$ cat config.mk
export PLATFORM = sky130hd
export DESIGN_NAME = masked_min_max_normalizer
export DESIGN_NICKNAME = d
export VERILOG_FILES = /design/src/design/mmn_pkg.sv /design/src/design/mmn_div.sv /design/src/design/masked_min_max_normalizer.sv
export VERILOG_INCLUDE_DIRS = /design/src /design/src/design
export SDC_FILE = /design/constraint.sdc
export NUM_CORES = 1
export LEC_CHECK = 0
export BUFFER_PORTS_ARGS = -buffer_cell sky130_fd_sc_hd__buf_2
export CORE_MARGIN = 1
export CORE_UTILIZATION = 25
export DETAILED_ROUTE_END_ITERATION = 10
export SYNTH_ARGS = -nofsm -noshare
export SYNTH_HDL_FRONTEND = slang
export SYNTH_SLANG_ARGS = --single-unit
$ cat constraint.sdc
create_clock -name clk -period 7.7 [get_ports clk]
set_clock_uncertainty 0.15 [all_clocks]
set_input_delay 0.77 -clock clk [delete_from_list [all_inputs] [get_ports clk]]
set_output_delay 0.77 -clock clk [all_outputs]
set_load 0.01 [all_outputs]
$ cat src/design/masked_min_max_normalizer_defines.svh
// Assertion macros for the masked min/max normaliser.
`ifndef MASKED_MIN_MAX_NORMALIZER_DEFINES_SVH
`define MASKED_MIN_MAX_NORMALIZER_DEFINES_SVH

`ifndef ASSERT_OFF

`define ASSERT_IMPLY(label, clk, rst_n, ante, cons) \
    label: assert property (@(posedge clk) disable iff (!rst_n) (ante) |-> (cons)) \
        else $error("assertion failed");

`define ASSERT_NEXT(label, clk, rst_n, ante, cons) \
    label: assert property (@(posedge clk) disable iff (!rst_n) (ante) |=> (cons)) \
        else $error("assertion failed");

`else

`define ASSERT_IMPLY(label, clk, rst_n, ante, cons)

`define ASSERT_NEXT(label, clk, rst_n, ante, cons)

`endif

`endif

$ cat src/design/mmn_pkg.sv
// Shared types and constants for the masked min/max normaliser.
`timescale 1ns / 1ps
`default_nettype none

package mmn_pkg;

    localparam int SMP_W      = 40;
    localparam int OUT_W      = 20;
    localparam int FRAC_W     = 16;
    localparam int QBITS      = OUT_W + 1;
    localparam int DIVD_W     = SMP_W + FRAC_W + 1;
    localparam int REM_W      = SMP_W + 1;
    localparam int CNT_W      = $clog2(QBITS);
    localparam int CFG_ADDR_W = 2;

    localparam logic signed [SMP_W-1:0] SMP_MAX = {1'b0, {(SMP_W-1){1'b1}}};
    localparam logic signed [SMP_W-1:0] SMP_MIN = {1'b1, {(SMP_W-1){1'b0}}};

    localparam logic signed [SMP_W-1:0] MARKER_RST    = 40'hFE1DC00000;
    localparam logic signed [SMP_W-1:0] FIXED_MAX_RST = 40'sd65536;

    localparam logic signed [OUT_W-1:0] OUT_MAX     = {1'b0, {(OUT_W-1){1'b1}}};
    localparam logic signed [OUT_W-1:0] OUT_MIN     = {1'b1, {(OUT_W-1){1'b0}}};
    localparam logic signed [OUT_W-1:0] RES_INVALID = 20'hF0000;
    localparam logic signed [OUT_W-1:0] RES_ZERO    = '0;

    localparam logic FUNC_GATHER = 1'b0;
    localparam logic FUNC_NORM   = 1'b1;

    typedef enum logic [CFG_ADDR_W-1:0] {
        CFG_INVALID_MARKER = 2'd0,
        CFG_USE_FIXED_MAX  = 2'd1,
        CFG_FIXED_MAX      = 2'd2
    } cfg_addr_t;

    typedef struct packed {
        logic                    func;
        logic                    first;
        logic signed [SMP_W-1:0] sample;
    } item_t;

    typedef struct packed {
        logic signed [OUT_W-1:0] normalized;
        logic                    is_valid;
        logic                    degenerate;
    } result_t;

    typedef enum logic [1:0] {
        ST_IDLE,
        ST_EXEC,
        ST_DIV,
        ST_OUT
    } mmn_state_t;

    typedef enum logic [2:0] {
        DV_IDLE,
        DV_ABS,
        DV_LOAD,
        DV_CHECK,
        DV_STEP,
        DV_DONE
    } div_state_t;

endpackage

`default_nettype wire

$ cat src/design/mmn_div.sv
// Bit-serial rounding divider with saturation to the Q3.16 result range.
`timescale 1ns / 1ps
`default_nettype none

module mmn_div (
    input  wire logic                            clk,
    input  wire logic                            rst_n,
    input  wire logic                            start,
    input  wire logic signed [mmn_pkg::SMP_W:0]  num,
    input  wire logic [mmn_pkg::SMP_W-1:0]       den,
    output logic                                 done,
    output logic signed [mmn_pkg::OUT_W-1:0]     quot
);
    import mmn_pkg::*;

    localparam logic [QBITS-1:0] QNEG_LIM = QBITS'(1) << (OUT_W - 1);

    div_state_t         state_reg, state_next;
    logic [CNT_W-1:0]   cnt_reg, cnt_next;
    logic signed [SMP_W:0] num_reg, num_next;
    logic [SMP_W-1:0]   den_reg, den_next;
    logic [SMP_W-1:0]   mag_reg, mag_next;
    logic               neg_reg, neg_next;
    logic [REM_W-1:0]   rem_reg, rem_next;
    logic [QBITS-1:0]   lo_reg, lo_next;
    logic [QBITS-1:0]   q_reg, q_next;
    logic               ovf_reg, ovf_next;

    logic [DIVD_W-1:0]  divd;
    logic [REM_W-1:0]   den_ext;
    logic [REM_W-1:0]   trial;
    logic               trial_ge;
    logic [SMP_W:0]     num_abs;

    assign den_ext  = {1'b0, den_reg};
    assign trial    = {rem_reg[REM_W-2:0], lo_reg[QBITS-1]};
    assign trial_ge = (trial >= den_ext);
    assign num_abs  = num_reg[SMP_W] ? (~num_reg + 1'b1) : num_reg;
    assign divd     = {1'b0, mag_reg, {FRAC_W{1'b0}}} + DIVD_W'(den_reg >> 1);

    always_comb
    begin
        state_next = state_reg;
        case (state_reg)
            DV_IDLE:  if (start) state_next = DV_ABS;
            DV_ABS:   state_next = DV_LOAD;
            DV_LOAD:  state_next = DV_CHECK;
            DV_CHECK: state_next = DV_STEP;
            DV_STEP:  if (cnt_reg == CNT_W'(QBITS - 1)) state_next = DV_DONE;
            DV_DONE:  state_next = DV_IDLE;
            default:  state_next = DV_IDLE;
        endcase
    end

    always_comb
    begin
        done = 1'b0;
        case (state_reg)
            DV_DONE: done = 1'b1;
            default: done = 1'b0;
        endcase
    end

    always_comb
    begin
        num_next = num_reg;
        den_next = den_reg;
        mag_next = mag_reg;
        neg_next = neg_reg;
        rem_next = rem_reg;
        lo_next  = lo_reg;
        q_next   = q_reg;
        ovf_next = ovf_reg;
        cnt_next = cnt_reg;
        case (state_reg)
            DV_IDLE:
            begin
                num_next = num;
                den_next = den;
            end
            DV_ABS:
            begin
                neg_next = num_reg[SMP_W];
                mag_next = num_abs[SMP_W-1:0];
            end
            DV_LOAD:
            begin
                rem_next = REM_W'(divd[DIVD_W-1:QBITS]);
                lo_next  = divd[QBITS-1:0];
            end
            DV_CHECK:
            begin
                ovf_next = (rem_reg >= den_ext);
                q_next   = '0;
                cnt_next = '0;
            end
            DV_STEP:
            begin
                rem_next = trial_ge ? (trial - den_ext) : trial;
                lo_next  = {lo_reg[QBITS-2:0], 1'b0};
                q_next   = {q_reg[QBITS-2:0], trial_ge};
                cnt_next = cnt_reg + 1'b1;
            end
            default:
            begin
                cnt_next = cnt_reg;
            end
        endcase
    end

    // saturate: magnitude limit is one larger on the negative side
    always_comb
    begin
        if (neg_reg)
        begin
            if (ovf_reg || (q_reg > QNEG_LIM))
                quot = OUT_MIN;
            else
                quot = OUT_W'(~q_reg[OUT_W-1:0] + 1'b1);
        end
        else
        begin
            if (ovf_reg || (q_reg >= QNEG_LIM))
                quot = OUT_MAX;
            else
                quot = q_reg[OUT_W-1:0];
        end
    end

    always_ff @(posedge clk or negedge rst_n)
    begin
        if (!rst_n)
        begin
            state_reg <= DV_IDLE;
            cnt_reg   <= '0;
        end
        else
        begin
            state_reg <= state_next;
            cnt_reg   <= cnt_next;
        end
    end

    always_ff @(posedge clk)
    begin
        num_reg <= num_next;
        den_reg <= den_next;
        mag_reg <= mag_next;
        neg_reg <= neg_next;
        rem_reg <= rem_next;
        lo_reg  <= lo_next;
        q_reg   <= q_next;
        ovf_reg <= ovf_next;
    end

endmodule

`default_nettype wire

$ cat src/design/masked_min_max_normalizer.sv
// Top level of the masked min/max normaliser.
//
//  channel  | signals                          | carries
//  ---------+----------------------------------+-------------------------------
//  item     | item_valid, item_ready, item     | func, first, sample
//  result   | result_valid, result_ready,      | normalized, is_valid,
//           | result                           | degenerate
//  cfg      | cfg_we, cfg_addr, cfg_wdata      | register writes, no wait
//
// Gather item: capture, then statistics update. Normalize item with division:
// sign, load and range-check steps, then one quotient bit a cycle for 21 bits
// in the bit-serial divider, then hand-over. Invalid or degenerate normalize:
// goes to the output register without the divider.
// Reset restores state, configuration registers and statistics at once; no clearing pass.
// A finished result waits in the output register while the next item is taken;
// a further result waits until that register is read.
`timescale 1ns / 1ps
`default_nettype none
`include "masked_min_max_normalizer_defines.svh"

module masked_min_max_normalizer (
    input  wire logic                               clk,
    input  wire logic                               rst_n,
    input  wire logic                               item_valid,
    output logic                                    item_ready,
    input  wire mmn_pkg::item_t                     item,
    output logic                                    result_valid,
    input  wire logic                               result_ready,
    output mmn_pkg::result_t                        result,
    input  wire logic                               cfg_we,
    input  wire logic [mmn_pkg::CFG_ADDR_W-1:0]     cfg_addr,
    input  wire logic [mmn_pkg::SMP_W-1:0]          cfg_wdata
);
    import mmn_pkg::*;

    mmn_state_t            state_reg, state_next;
    item_t                 item_reg;
    result_t               pend_reg, pend_next;
    result_t               result_reg;
    logic                  result_valid_reg, result_valid_next;
    logic signed [SMP_W-1:0] marker_reg;
    logic                  use_fixed_reg;
    logic signed [SMP_W-1:0] fixed_max_reg;
    logic signed [SMP_W-1:0] min_reg, min_next;
    logic signed [SMP_W-1:0] max_reg, max_next;
    logic                  seen_reg, seen_next;

    logic                  item_take;
    logic                  div_start;
    logic                  div_done;
    logic signed [OUT_W-1:0] div_quot;
    logic                  out_load;

    logic signed [SMP_W-1:0] smp;
    logic                  smp_ok;
    logic signed [SMP_W-1:0] hi;
    logic                  degen;
    logic signed [SMP_W:0] num;
    logic signed [SMP_W:0] den_full;
    logic signed [SMP_W-1:0] base_min, base_max;
    logic                  base_seen;

    assign smp      = $signed(item_reg.sample);
    assign smp_ok   = (smp != marker_reg);
    assign hi       = use_fixed_reg ? fixed_max_reg : max_reg;
    assign degen    = !seen_reg || (hi <= min_reg);
    assign num      = {smp[SMP_W-1], smp} - {min_reg[SMP_W-1], min_reg};
    assign den_full = {hi[SMP_W-1], hi} - {min_reg[SMP_W-1], min_reg};

    assign item_take    = item_valid && item_ready;
    assign result_valid = result_valid_reg;
    assign result       = result_reg;

    mmn_div u_div (
        .clk   (clk),
        .rst_n (rst_n),
        .start (div_start),
        .num   (num),
        .den   (den_full[SMP_W-1:0]),
        .done  (div_done),
        .quot  (div_quot)
    );

    always_comb
    begin
        state_next = state_reg;
        case (state_reg)
            ST_IDLE: if (item_take) state_next = ST_EXEC;
            ST_EXEC:
            begin
                if (item_reg.func == FUNC_GATHER)
                    state_next = ST_IDLE;
                else if (smp_ok && !degen)
                    state_next = ST_DIV;
                else
                    state_next = ST_OUT;
            end
            ST_DIV:  if (div_done) state_next = ST_OUT;
            ST_OUT:  if (out_load) state_next = ST_IDLE;
            default: state_next = ST_IDLE;
        endcase
    end

    always_comb
    begin
        item_ready = 1'b0;
        div_start  = 1'b0;
        out_load   = 1'b0;
        case (state_reg)
            ST_IDLE: item_ready = 1'b1;
            ST_EXEC: div_start  = (item_reg.func == FUNC_NORM) && smp_ok && !degen;
            ST_OUT:  out_load   = !result_valid_reg || result_ready;
            default: item_ready = 1'b0;
        endcase
    end

    // statistics update on gather
    always_comb
    begin
        base_min  = item_reg.first ? SMP_MAX : min_reg;
        base_max  = item_reg.first ? SMP_MIN : max_reg;
        base_seen = item_reg.first ? 1'b0 : seen_reg;
        min_next  = min_reg;
        max_next  = max_reg;
        seen_next = seen_reg;
        if (state_reg == ST_EXEC && item_reg.func == FUNC_GATHER)
        begin
            min_next  = (smp_ok && smp < base_min) ? smp : base_min;
            max_next  = (smp_ok && smp > base_max) ? smp : base_max;
            seen_next = base_seen || smp_ok;
        end
    end

    always_comb
    begin
        pend_next = pend_reg;
        case (state_reg)
            ST_EXEC:
            begin
                pend_next.is_valid   = smp_ok;
                pend_next.degenerate = degen;
                pend_next.normalized = smp_ok ? RES_ZERO : RES_INVALID;
            end
            ST_DIV:
            begin
                if (div_done)
                    pend_next.normalized = div_quot;
            end
            default: pend_next = pend_reg;
        endcase
    end

    always_comb
    begin
        if (out_load)
            result_valid_next = 1'b1;
        else if (result_ready)
            result_valid_next = 1'b0;
        else
            result_valid_next = result_valid_reg;
    end

    always_ff @(posedge clk or negedge rst_n)
    begin
        if (!rst_n)
        begin
            state_reg        <= ST_IDLE;
            result_valid_reg <= 1'b0;
            marker_reg       <= MARKER_RST;
            use_fixed_reg    <= 1'b0;
            fixed_max_reg    <= FIXED_MAX_RST;
            min_reg          <= SMP_MAX;
            max_reg          <= SMP_MIN;
            seen_reg         <= 1'b0;
        end
        else
        begin
            state_reg        <= state_next;
            result_valid_reg <= result_valid_next;
            min_reg          <= min_next;
            max_reg          <= max_next;
            seen_reg         <= seen_next;
            if (cfg_we)
            begin
                case (cfg_addr)
                    CFG_INVALID_MARKER: marker_reg    <= $signed(cfg_wdata);
                    CFG_USE_FIXED_MAX:  use_fixed_reg <= cfg_wdata[0];
                    CFG_FIXED_MAX:      fixed_max_reg <= $signed(cfg_wdata);
                    default:            use_fixed_reg <= use_fixed_reg;
                endcase
            end
        end
    end

    always_ff @(posedge clk)
    begin
        if (item_take)
            item_reg <= item;
        pend_reg <= pend_next;
        if (out_load)
            result_reg <= pend_reg;
    end

    `ASSERT_IMPLY(a_div_only_norm, clk, rst_n, state_reg == ST_DIV, item_reg.func == FUNC_NORM && pend_reg.is_valid && !pend_reg.degenerate)
    `ASSERT_NEXT(a_gather_short, clk, rst_n, state_reg == ST_EXEC && item_reg.func == FUNC_GATHER, state_reg == ST_IDLE)
    `ASSERT_IMPLY(a_stats_clear, clk, rst_n, !seen_reg, min_reg == SMP_MAX && max_reg == SMP_MIN)
    `ASSERT_IMPLY(a_stats_order, clk, rst_n, seen_reg, min_reg <= max_reg)

endmodule

`default_nettype wire
==> results by group, run 1 <==
Final layout
  • Diodes inserted: 0
  • Final nets: 3,410
  • Area Overhead vs Synth: 14.5%
  • FF+latch area: 0.0132 mm²
  • Finished Layout Cells: 4,710
  • Multi-input logic area: between 0.015 and 0.02 mm²
  • Share of cells above drive strength 1: 0.154
  • # fillers: 12,595

Place
  • Placed cells: 4,606
  • Buffers on Ports: 112
  • HPWL Detailed: 61.9 mm
  • Gp weighted congestion: ~0.9

Critical path
  • Cell Chain, Critical Path: buf_4 -> nor2_1 -> ha_1 -> a211oi_1 -> o21bai_1 -> a211oi_1 -> o21ai_0 -> a21oi_1 -> a21oi_1 -> o311ai_1 -> a21oi_1 -> mux2i_4 -> buf_4 -> mux2_2
  • Path depth of the worst reg2reg path: 14
  • Critical path endpoint category: flip-flop
  • CP max stage delay: 1.02 ns
  • Crit path max fanout: 45
  • Reg2Reg Setup Slack: 2.73 ns
  • CP required: 8.06 ns
  • Startpoint types: flip-flop
  • Critical Path Stages: 14
  • Cell repeated most along the worst path: a21oi_1
  • Kind of critical path: flip-flop to flip-flop
  • Critical Path End: min_reg[30]
  • Critical path's slowest cell: edfxtp_1
  • R2R Path Start: item_reg[40]
  • Crit path max-delay family: compound AO/OA/AOI/OAI gates
  • Reg-to-reg endpoint: min_reg[30]
  • Arr. time, crit path: roughly 5.3 ns
  • WP buf/inv: 2
  • Crit. Startpoint: item_reg[40]

CTS
  • Clock buffer count from CTS: 55
  • Post CTS Setup Buffer Count: 0
  • Clock Latency Late Sink: ~0.64 ns
  • CTS root buffer: clkbuf_16
  • H-tree levels: 2
  • CTS tree: done
  • Hold_buf cts: 0
  • Clock tree sinks: 465
  • Post-CTS sizing: 0
  • CTS Buffer Depth: 3
  • Clock-pin slew on the worst setup and hold paths: 0.07 ns

Routing
  • First drt pass iteration count: 5
  • Wirelength per Cell: 17.1 µm
  • DRT Wirelength: ~81 mm
  • DRT iter0 DRCs: 1,276
  • Via density: about 4.7
  • Vias: around 22,000
  • # DRC: 0
  • ANT nets after route: 0

Global route
  • Congestion Overflow GR: 0
  • First-pass GRT wire length: 125 mm
  • Antenna violations before repair: 2
  • Total Routing Usage GR: 0.129
  • Vias in the first global route: 21,897
  • Largest net degree at the start of global routing: 110

Timing
  • Shortest period the worst path allows: around 5 ns
  • Worst-Margin Slew: 1.18 ns
  • Final hold violations: 0
  • Crit share post-route: 0.646
  • Setup violations, final: 0
  • Unrepaired setup endpoints after global routing: false
  • Setup TNS: 0 ns
  • Worst slew margin: 0.207
  • Achievable Freq: 0.201 GHz
  • Max Slew Vio Count: 0

Floorplanning
  • Die Wd: 351 µm
  • Die area: roughly 0.12 mm²
  • Core area: 0.120 mm²
  • Starting density of the core: 0.253
  • Die height: 351 µm
  • # rows: about 130
  • IO Count: 113

Run status
  • Status: completed

Yosys
  • Avg Inst Size Synth: 10.3 µm²
  • Ys Warns: 0
  • Share of the synthesized area in the top cell type: 0.288
  • Netlist cell types: approximately 80
  • Synth top area cells: edfxtp_1 (29%), ha_1 (11%), dfrtp_1 (9.8%)
  • Syn_nets: 3,324
  • Top FF cell, synth: edfxtp_1
  • Post-synth top area cell: edfxtp_1
  • Post-synthesis sequential area ratio: 0.432
  • Mapped Cells: around 3,000
  • Netlist Area Pre-Place: 0.0305 mm²
  • Ys async rst share: 0.372
  • Register bit count reported by yosys: around 470
  • Number of synthesized flops with an enable pin: around 290

Worst hold path
  • HP Class: primary input to asynchronous set/reset pin

Pwr
  • Pwr Total: approximately 17 mW
  • Pwr dens: slightly below 500 mW/mm²
  • Static Leak: 14.3 nW
  • VDD IR max: ~260 µV

Flow run
  • Max_cap viols: 0
## logic make-up after synthesis
| kind of cell | count (synthesis) | share of synthesized area |
|---|---|---|
| muxes | 217 | 0.0778 |
| xor gates and xnor gates | 215 | 0.0618 |
| buffers and inverters | 276 | 0.0342 |
| adders and majority gates | 270 | 0.112 |
| AOI/OAI and AO/OA | 685 | 0.146 |
| and+or+nand+nor | 837 | 0.137 |
| DFF | 465 | 0.432 |
## cell usage in the layout (no fill, tap or decap), drive strengths merged, types with 119 or more instances in the layout
cell type | netlist | routed
nand2 | 230 | 230
xnor2 | 148 | 148
dfrtp | 119 | 119
edfxtp | 292 | 292
mux2 | 160 | 160
nor2 | 194 | 194
ha | 266 | 266
a21oi | 198 | 198
o21ai | 143 | 143
buf | 13 | 127
inv | 177 | 180
## cells in the mapped netlist (all sizes together) (86+ instances only)
cell type,instances
edfxtp,292
ha,266
nand2,230
a21oi,198
nor2,194
inv,177
mux2,160
xnor2,148
o21ai,143
dfrtp,119
a21o,115
clkbuf,86
## worst register-to-register path: cells and delay by family, from the launching register on
kind / cells / cell delay, ns
adder cells (fa/ha/maj): 1 / 0.30
buffers and inverters: 2 / 1.06
multiplexers: 2 / 0.71
AO/OA/AOI/OAI: 8 / 1.50
flip-flops: 1 / 1.02
AND/OR/NAND/NOR: 1 / 0.10
## routing by layer
metal  up-vias  part of all wire  global-route usage
met5         -                 0                   0
met4         0             0.037              0.0475
met3       128             0.037              0.0152
met2       485              0.47               0.217
met1     10596              0.46               0.170
li1      10986                 -                   -
## stage by stage
stage	area, µm²	setup slack [ns]	util	hold slack, ns
final	34900	2.73	0.290	0.113
after floorplan	30500	0.814	-	0.250
after CTS	34900	2.69	0.290	0.110
after global placement	32900	2.83	0.273	0.256
after global routing	34900	2.32	0.290	0.117
after detailed placement	32900	2.73	0.273	0.256
## worst min-delay path by stage
stage / end / slack [ns]
2_1_floorplan: result[0] / 0.25
3_3_place_gp: result[12] / 0.26
3_5_place_dp: result[6] / 0.26
4_1_cts: smp[11] / 0.11
5_1_grt: smp[11] / 0.12
6_report: fixed_max_reg[31] / 0.11
## final cells by class
class / instances / share of cell area
multi-input combinational: 2224 / 0.468
tap: 1612 / 0.0578
timing repair buffer: 128 / 0.0201
inverter: 177 / 0.0190
sequential: 465 / 0.377
clock inverter: 40 / 0.0162
clock buffer: 64 / 0.0416
## power by group
| part | internal (mW) | leakage (nW) | switching [mW] |
|---|---|---|---|
| Combinational | 3.70 | 8.55 | 5.32 |
| Clock | 1.76 | 0.975 | 1.11 |
| Sequential | 4.29 | 4.78 | 0.855 |
| Total | 9.76 | 14.3 | 7.29 |
No activity file was read; power rests on OpenSTA's default activity.
==> run 2, diff against run 1 <==
==> constraint.sdc (replaced) <==
create_clock -name clk -period 5.21 [get_ports clk]
set_clock_uncertainty 0.15 [all_clocks]
set_input_delay 0.521 -clock clk [delete_from_list [all_inputs] [get_ports clk]]
set_output_delay 0.521 -clock clk [all_outputs]
set_load 0.01 [all_outputs]
==> results by group, run 2 (synthesized netlist as in run 1, its figures left out) <==
Timing
  • Hold_ws: 0.0422 ns (-0.0711 ns)
  • Unrepaired setup endpoints after global routing: false
  • Crit share post-route: 0.892 (+0.246)
  • Shortest period the worst path allows: 4.65 ns (-0.329 ns)
  • Max Slew Vio Count: 0 (unchanged)
  • Achievable Freq: 0.215 GHz (+7.1%)
  • Worst-Margin Slew: 1.15 ns (-0.0326 ns)
  • Worst slew margin: 0.225 (+0.0182)
  • Setup violations, final: 0 (unchanged)
  • Worst Setup Slack, final: 0.564 ns (-2.16 ns)
  • Setup TNS: 0 ns (unchanged)
  • Final hold violations: 0 (unchanged)

Floorplanning
  • Die area: 0.123 mm² (unchanged)
  • Core area: 0.120 mm² (unchanged)
  • Die Wd: 351 µm (unchanged)
  • Die height: 351 µm (unchanged)
  • Starting density of the core: 0.253 (unchanged)
  • # rows: 127 (unchanged)
  • IO Count: 113 (unchanged)

CTS
  • CTS tree: done
  • Hold_buf cts: 74 (+74)
  • Post-CTS sizing: 0 (unchanged)
  • CTS root buffer: clkbuf_16
  • Clock Latency Late Sink: 0.63 ns (about the same)
  • Clock tree sinks: 465 (unchanged)
  • Clock-pin slew on the worst setup and hold paths: 0.06 ns (about the same)
  • CTS Buffer Depth: 3 (unchanged)
  • Clock buffer count from CTS: 55 (unchanged)
  • H-tree levels: 2 (unchanged)
  • Post CTS Setup Buffer Count: 0 (unchanged)

Final layout
  • Final nets: 3,493 (+2.4%)
  • Area Overhead vs Synth: 16.9%
  • Post-layout instance area: 0.0356 mm² (+2.1%)
  • # fillers: 12,596 (+0.0079%)
  • Layout Utilization: 0.296 (+0.00611)
  • Finished Layout Cells: 4,792 (+1.7%)
  • Commonest non-fill, non-tap cell in the layout: edfxtp_1
  • Share of cells above drive strength 1: 0.154 (-0.000197)
  • Commonest cells after routing, fill and taps aside: edfxtp_1 (292), ha_1 (266), nand2_1 (229), a21oi_1 (198), nor2_1 (193)
  • Diodes inserted: 0 (unchanged)

Critical path
  • Cell Chain, Critical Path: buf_4 -> mux2_2 -> ha_1 -> nand4_1 -> nor3_1 -> o211ai_1 -> nand4_1 -> o211a_1 -> a41oi_1 -> a211oi_1 -> a221oi_1 -> a21oi_1 -> xor2_1
  • Crit path max-delay family: compound AO/OA/AOI/OAI gates
  • Startpoint types: flip-flop
  • CP max stage delay: 0.65 ns (-0.37 ns)
  • Kind of critical path: flip-flop to flip-flop
  • WP buf/inv: 1 (-1)
  • Cell repeated most along the worst path: nand4_1
  • Critical path endpoint category: flip-flop
  • CP required: 5.40 ns (-2.66 ns)
  • Crit path max fanout: 24 (-47%)
  • Critical path's slowest cell: dfrtp_2
  • Arr. time, crit path: 4.83 ns (-0.51 ns)

Run status
  • Status: completed

Pwr
  • Pwr Total: 25.1 mW (+47%)
  • Pwr dens: 704 mW/mm² (+44%)
  • VDD IR max: 395 µV (+49%)
  • Static Leak: 14.6 nW (+2.3%)

Routing
  • DRT iter0 DRCs: 1,326 (+3.9%)
  • First drt pass iteration count: 8 (+3)
  • Vias: 22,596 (+1.8%)
  • DRT Wirelength: 80.9 mm (+0.34%)
  • Via density: 4.72 (about the same)
  • ANT nets after route: 0 (unchanged)
  • # DRC: 0 (unchanged)
  • Wirelength per Cell: 16.9 µm (-1.4%)

Global route
  • First-pass GRT wire length: 126 mm (+1.1%)
  • Largest net degree at the start of global routing: 81 (-26%)
  • Vias in the first global route: 22,280 (+1.7%)
  • Total Routing Usage GR: 0.130 (+0.000350)
  • Congestion Overflow GR: 0 (unchanged)
  • Antenna violations before repair: 0 (-2)

Flow run
  • Max_cap viols: 0 (unchanged)

Place
  • Placed cells: 4,615 (+0.20%)
  • Buffers on Ports: 112 (unchanged)
  • Placed Area: 0.0330 mm² (+0.30%)
  • Worst slack, placed: 0.602 ns (-2.13 ns)
  • HPWL Detailed: 61.8 mm (-0.11%)
  • Gp weighted congestion: 0.903 (+1.6%)

Worst hold path
  • HP Class: primary input to flip-flop
==> run 2: changes by cell type in the layout (fill, tap and decap cells not counted), moves of 2 or more <==
| cell | before | now |
|---|---|---|
| buf_12 | 1 | 3 |
| buf_4 | 15 | 22 |
| bufinv_16 | 12 | 7 |
| clkbuf_1 | 6 | 3 |
| clkbuf_8 | 3 | 10 |
| clkinv_2 | 9 | 12 |
| dlygate4sd3_1 | 0 | 74 |
==> run 2: routing by layer <==
| layer | vias to the layer above | global-route usage | routed length (µm) |
|---|---|---|---|
| met5 | - | 0 | 0 |
| met4 | 0 | 0.0361 | 2030 |
| met3 | 109 | 0.0144 | 2740 |
| met2 | 424 | 0.218 | 38000 |
| met1 | 10896 | 0.175 | 38100 |
| li1 | 11167 | - | - |
==> run 2: worst paths after layout <==
check                               from                end  slack, ns  cells after the start
max                        use_fixed_reg  u_div.den_reg[39]       0.56                     13
min                        cfg_wdata[30]  fixed_max_reg[30]       0.04                      2
max reg2reg                use_fixed_reg  u_div.den_reg[39]       0.56                     13
min reg2reg                  pend_reg[1]          result[1]       0.27                      0
max in group asynchronous          rst_n  fixed_max_reg[34]       3.31                      3
min in group asynchronous          rst_n     marker_reg[31]       0.34                      2
==> run 2: final cells by class <==
| type | count | area (µm²) | area share |
|---|---|---|---|
| sequential | 465 | 13200 | 0.370 |
| multi-input combinational | 2224 | 16300 | 0.458 |
| inverter | 177 | 664 | 0.0186 |
| timing repair buffer | 211 | 1540 | 0.0431 |
| tap | 1612 | 2020 | 0.0566 |
| clock buffer | 67 | 1510 | 0.0424 |
| clock inverter | 36 | 403 | 0.0113 |
==> run 2: power breakdown <==
part / total, mW / leakage (nW) / switching, mW / internal, mW
logic: 13.4 / 8.91 / 7.85 / 5.56
clock network: 4.04 / 0.939 / 1.62 / 2.41
registers: 7.61 / 4.78 / 1.27 / 6.34
total: 25.1 / 14.6 / 10.7 / 14.3
==> run 3, diff against run 2 <==
==> constraint.sdc (replaced) <==
create_clock -name clk -period 5.21 [get_ports clk]
set_clock_uncertainty 0.15 [all_clocks]
set_input_delay 0.7815 -clock clk [delete_from_list [all_inputs] [get_ports clk]]
set_output_delay 0.7815 -clock clk [all_outputs]
set_load 0.01 [all_outputs]
==> results by group, run 3 (synthesized netlist as in run 1, its figures left out) <==
Run status
  • Status: completed

Pwr
  • Static Leak: 14.3 nW (-2.2%)
  • Pwr Total: 25.1 mW (about the same)
  • VDD IR max: 327 µV (-17%)
  • Pwr dens: 718 mW/mm² (+2.1%)

Routing
  • Via density: 4.71 (about the same)
  • DRT iter0 DRCs: 1,403 (+5.8%)
  • Vias: 22,216 (-1.7%)
  • Wirelength per Cell: 17.0 µm (+0.47%)
  • First drt pass iteration count: 5 (-3)
  • # DRC: 0 (unchanged)
  • DRT Wirelength: 80.0 mm (-1.2%)
  • ANT nets after route: 0 (unchanged)

Floorplanning
  • IO Count: 113 (unchanged)
  • Die Wd: 351 µm (unchanged)
  • Die height: 351 µm (unchanged)
  • Core area: 0.120 mm² (unchanged)
  • # rows: 127 (unchanged)
  • Die area: 0.123 mm² (unchanged)
  • Starting density of the core: 0.253 (unchanged)

Critical path
  • Critical path endpoint category: flip-flop
  • Startpoint types: flip-flop
  • Critical path's slowest cell: dfrtp_2
  • CP max stage delay: 0.67 ns (+0.02 ns)
  • Cell repeated most along the worst path: nand4_1
  • Kind of critical path: flip-flop to flip-flop
  • WP buf/inv: 1 (unchanged)
  • R2R Path Start: use_fixed_reg
  • Path depth of the worst reg2reg path: 13 (unchanged)
  • Crit path max fanout: 23 (-4.2%)
  • Reg2Reg Setup Slack: 0.67 ns (+0.11 ns)
  • Reg-to-reg endpoint: u_div.den_reg[39]
  • Arr. time, crit path: 4.76 ns (-0.07 ns)
  • Crit path max-delay family: compound AO/OA/AOI/OAI gates
  • Cell Chain, Critical Path: buf_4 -> mux2_2 -> ha_1 -> nand4_1 -> nor3_1 -> o211ai_1 -> nand4_1 -> o211a_1 -> a41oi_1 -> a211oi_1 -> a221oi_1 -> a21oi_1 -> xor2_1
  • CP required: 5.43 ns (+0.03 ns)

Final layout
  • Share of cells above drive strength 1: 0.155 (+0.00102)
  • Multi-input logic area: 0.0163 mm² (unchanged)
  • Commonest non-fill, non-tap cell in the layout: edfxtp_1
  • Commonest cells after routing, fill and taps aside: edfxtp_1 (292), ha_1 (266), nand2_1 (229), a21oi_1 (198), nor2_1 (193)
  • FF+latch area: 0.0132 mm² (unchanged)
  • Area Overhead vs Synth: 14.5%
  • Post-layout instance area: 0.0349 mm² (-2.0%)
  • Final nets: 3,417 (-2.2%)
  • # fillers: 12,611 (+0.12%)
  • Diodes inserted: 0 (unchanged)
  • Finished Layout Cells: 4,713 (-1.6%)

Place
  • Placed cells: 4,614 (-0.022%)
  • HPWL Detailed: 61.5 mm (-0.53%)
  • Buffers on Ports: 112 (unchanged)
  • Placed Area: 0.0330 mm² (about the same)
  • Gp weighted congestion: 0.903 (about the same)

CTS
  • Clock-pin slew on the worst setup and hold paths: 0.06 ns (about the same)
  • Post-CTS sizing: 0 (unchanged)
  • Post CTS Setup Buffer Count: 0 (unchanged)
  • Clock buffer count from CTS: 54 (-1.8%)
  • CTS Buffer Depth: 3 (unchanged)
  • CTS tree: done
  • CTS root buffer: clkbuf_16
  • Clock tree sinks: 465 (unchanged)
  • Hold_buf cts: 0 (-100%)
  • Clock Latency Late Sink: 0.65 ns (+0.02 ns)
  • H-tree levels: 2 (unchanged)

Timing
  • Worst-Margin Slew: 1.19 ns (+0.0338 ns)
  • Setup violations, final: 0 (unchanged)
  • Crit share post-route: 0.871 (-0.0204)
  • Worst slew margin: 0.202 (-0.0227)
  • Final hold violations: 0 (unchanged)
  • Hold_ws: 0.0949 ns (+0.0526 ns)
  • Shortest period the worst path allows: 4.54 ns (-0.106 ns)
  • Max Slew Vio Count: 0 (unchanged)
  • Achievable Freq: 0.220 GHz (+2.3%)
  • Setup TNS: 0 ns (unchanged)
  • Unrepaired setup endpoints after global routing: false

Global route
  • Global route hottest layer: met2
  • GR Util met2: 0.211 (-0.00680)
  • Met3 usage: 0.0141 (-0.000370)
  • GRT met1 Usage: 0.173 (-0.00134)
  • Vias in the first global route: 21,865 (-1.9%)
  • Largest net degree at the start of global routing: 107 (+32%)
  • Total Routing Usage GR: 0.128 (-0.00161)
  • Congestion Overflow GR: 0 (unchanged)
  • First-pass GRT wire length: 125 mm (-1.2%)
  • Antenna violations before repair: 3 (+3)

Flow run
  • Max_cap viols: 0 (unchanged)

Worst hold path
  • HP Class: primary input to asynchronous set/reset pin
## run 3: where the power goes
part           switching (mW)  internal [mW]
sequential               1.28           6.34
clock                    1.65           2.50
combinational            7.80           5.51
## run 3: per-layer routing
metal  vias to the layer above  wire length, µm
met3                       120             3010
met5                         -                0
met1                     10590            37700
li1                      11026                -
met2                       480            36700
met4                         0             2520
## run 3: worst max path at each step
stage	slack (ns)	start	to	cells past startpoint
final	0.67	use_fixed_reg	u_div.den_reg[39]	13
after global routing	0.44	use_fixed_reg	u_div.den_reg[34]	12
after CTS	0.68	use_fixed_reg	u_div.den_reg[34]	12
after detailed placement	0.72	use_fixed_reg	u_div.den_reg[36]	12
after global placement	0.74	use_fixed_reg	u_div.den_reg[36]	12
after floorplan	0.86	u_div.state_reg[0]	u_div.den_reg[0]	2
## run 3: per-stage QoR
step | setup WS (ns) | util
after CTS | 0.675 | 0.290
after floorplan | 0.862 | -
after detailed placement | 0.716 | 0.274
after global routing | 0.438 | 0.290
after global placement | 0.741 | 0.274
final | 0.670 | 0.290
## run 3: final cells by class
| cell class | count | area share |
|---|---|---|
| multi-input cells | 2224 | 0.468 |
| flip-flops and latches | 465 | 0.377 |
| well taps | 1612 | 0.0578 |
| clock buffers | 61 | 0.0401 |
| repair buffers | 136 | 0.0225 |
| inverters | 177 | 0.0190 |
| clock inverters | 38 | 0.0156 |
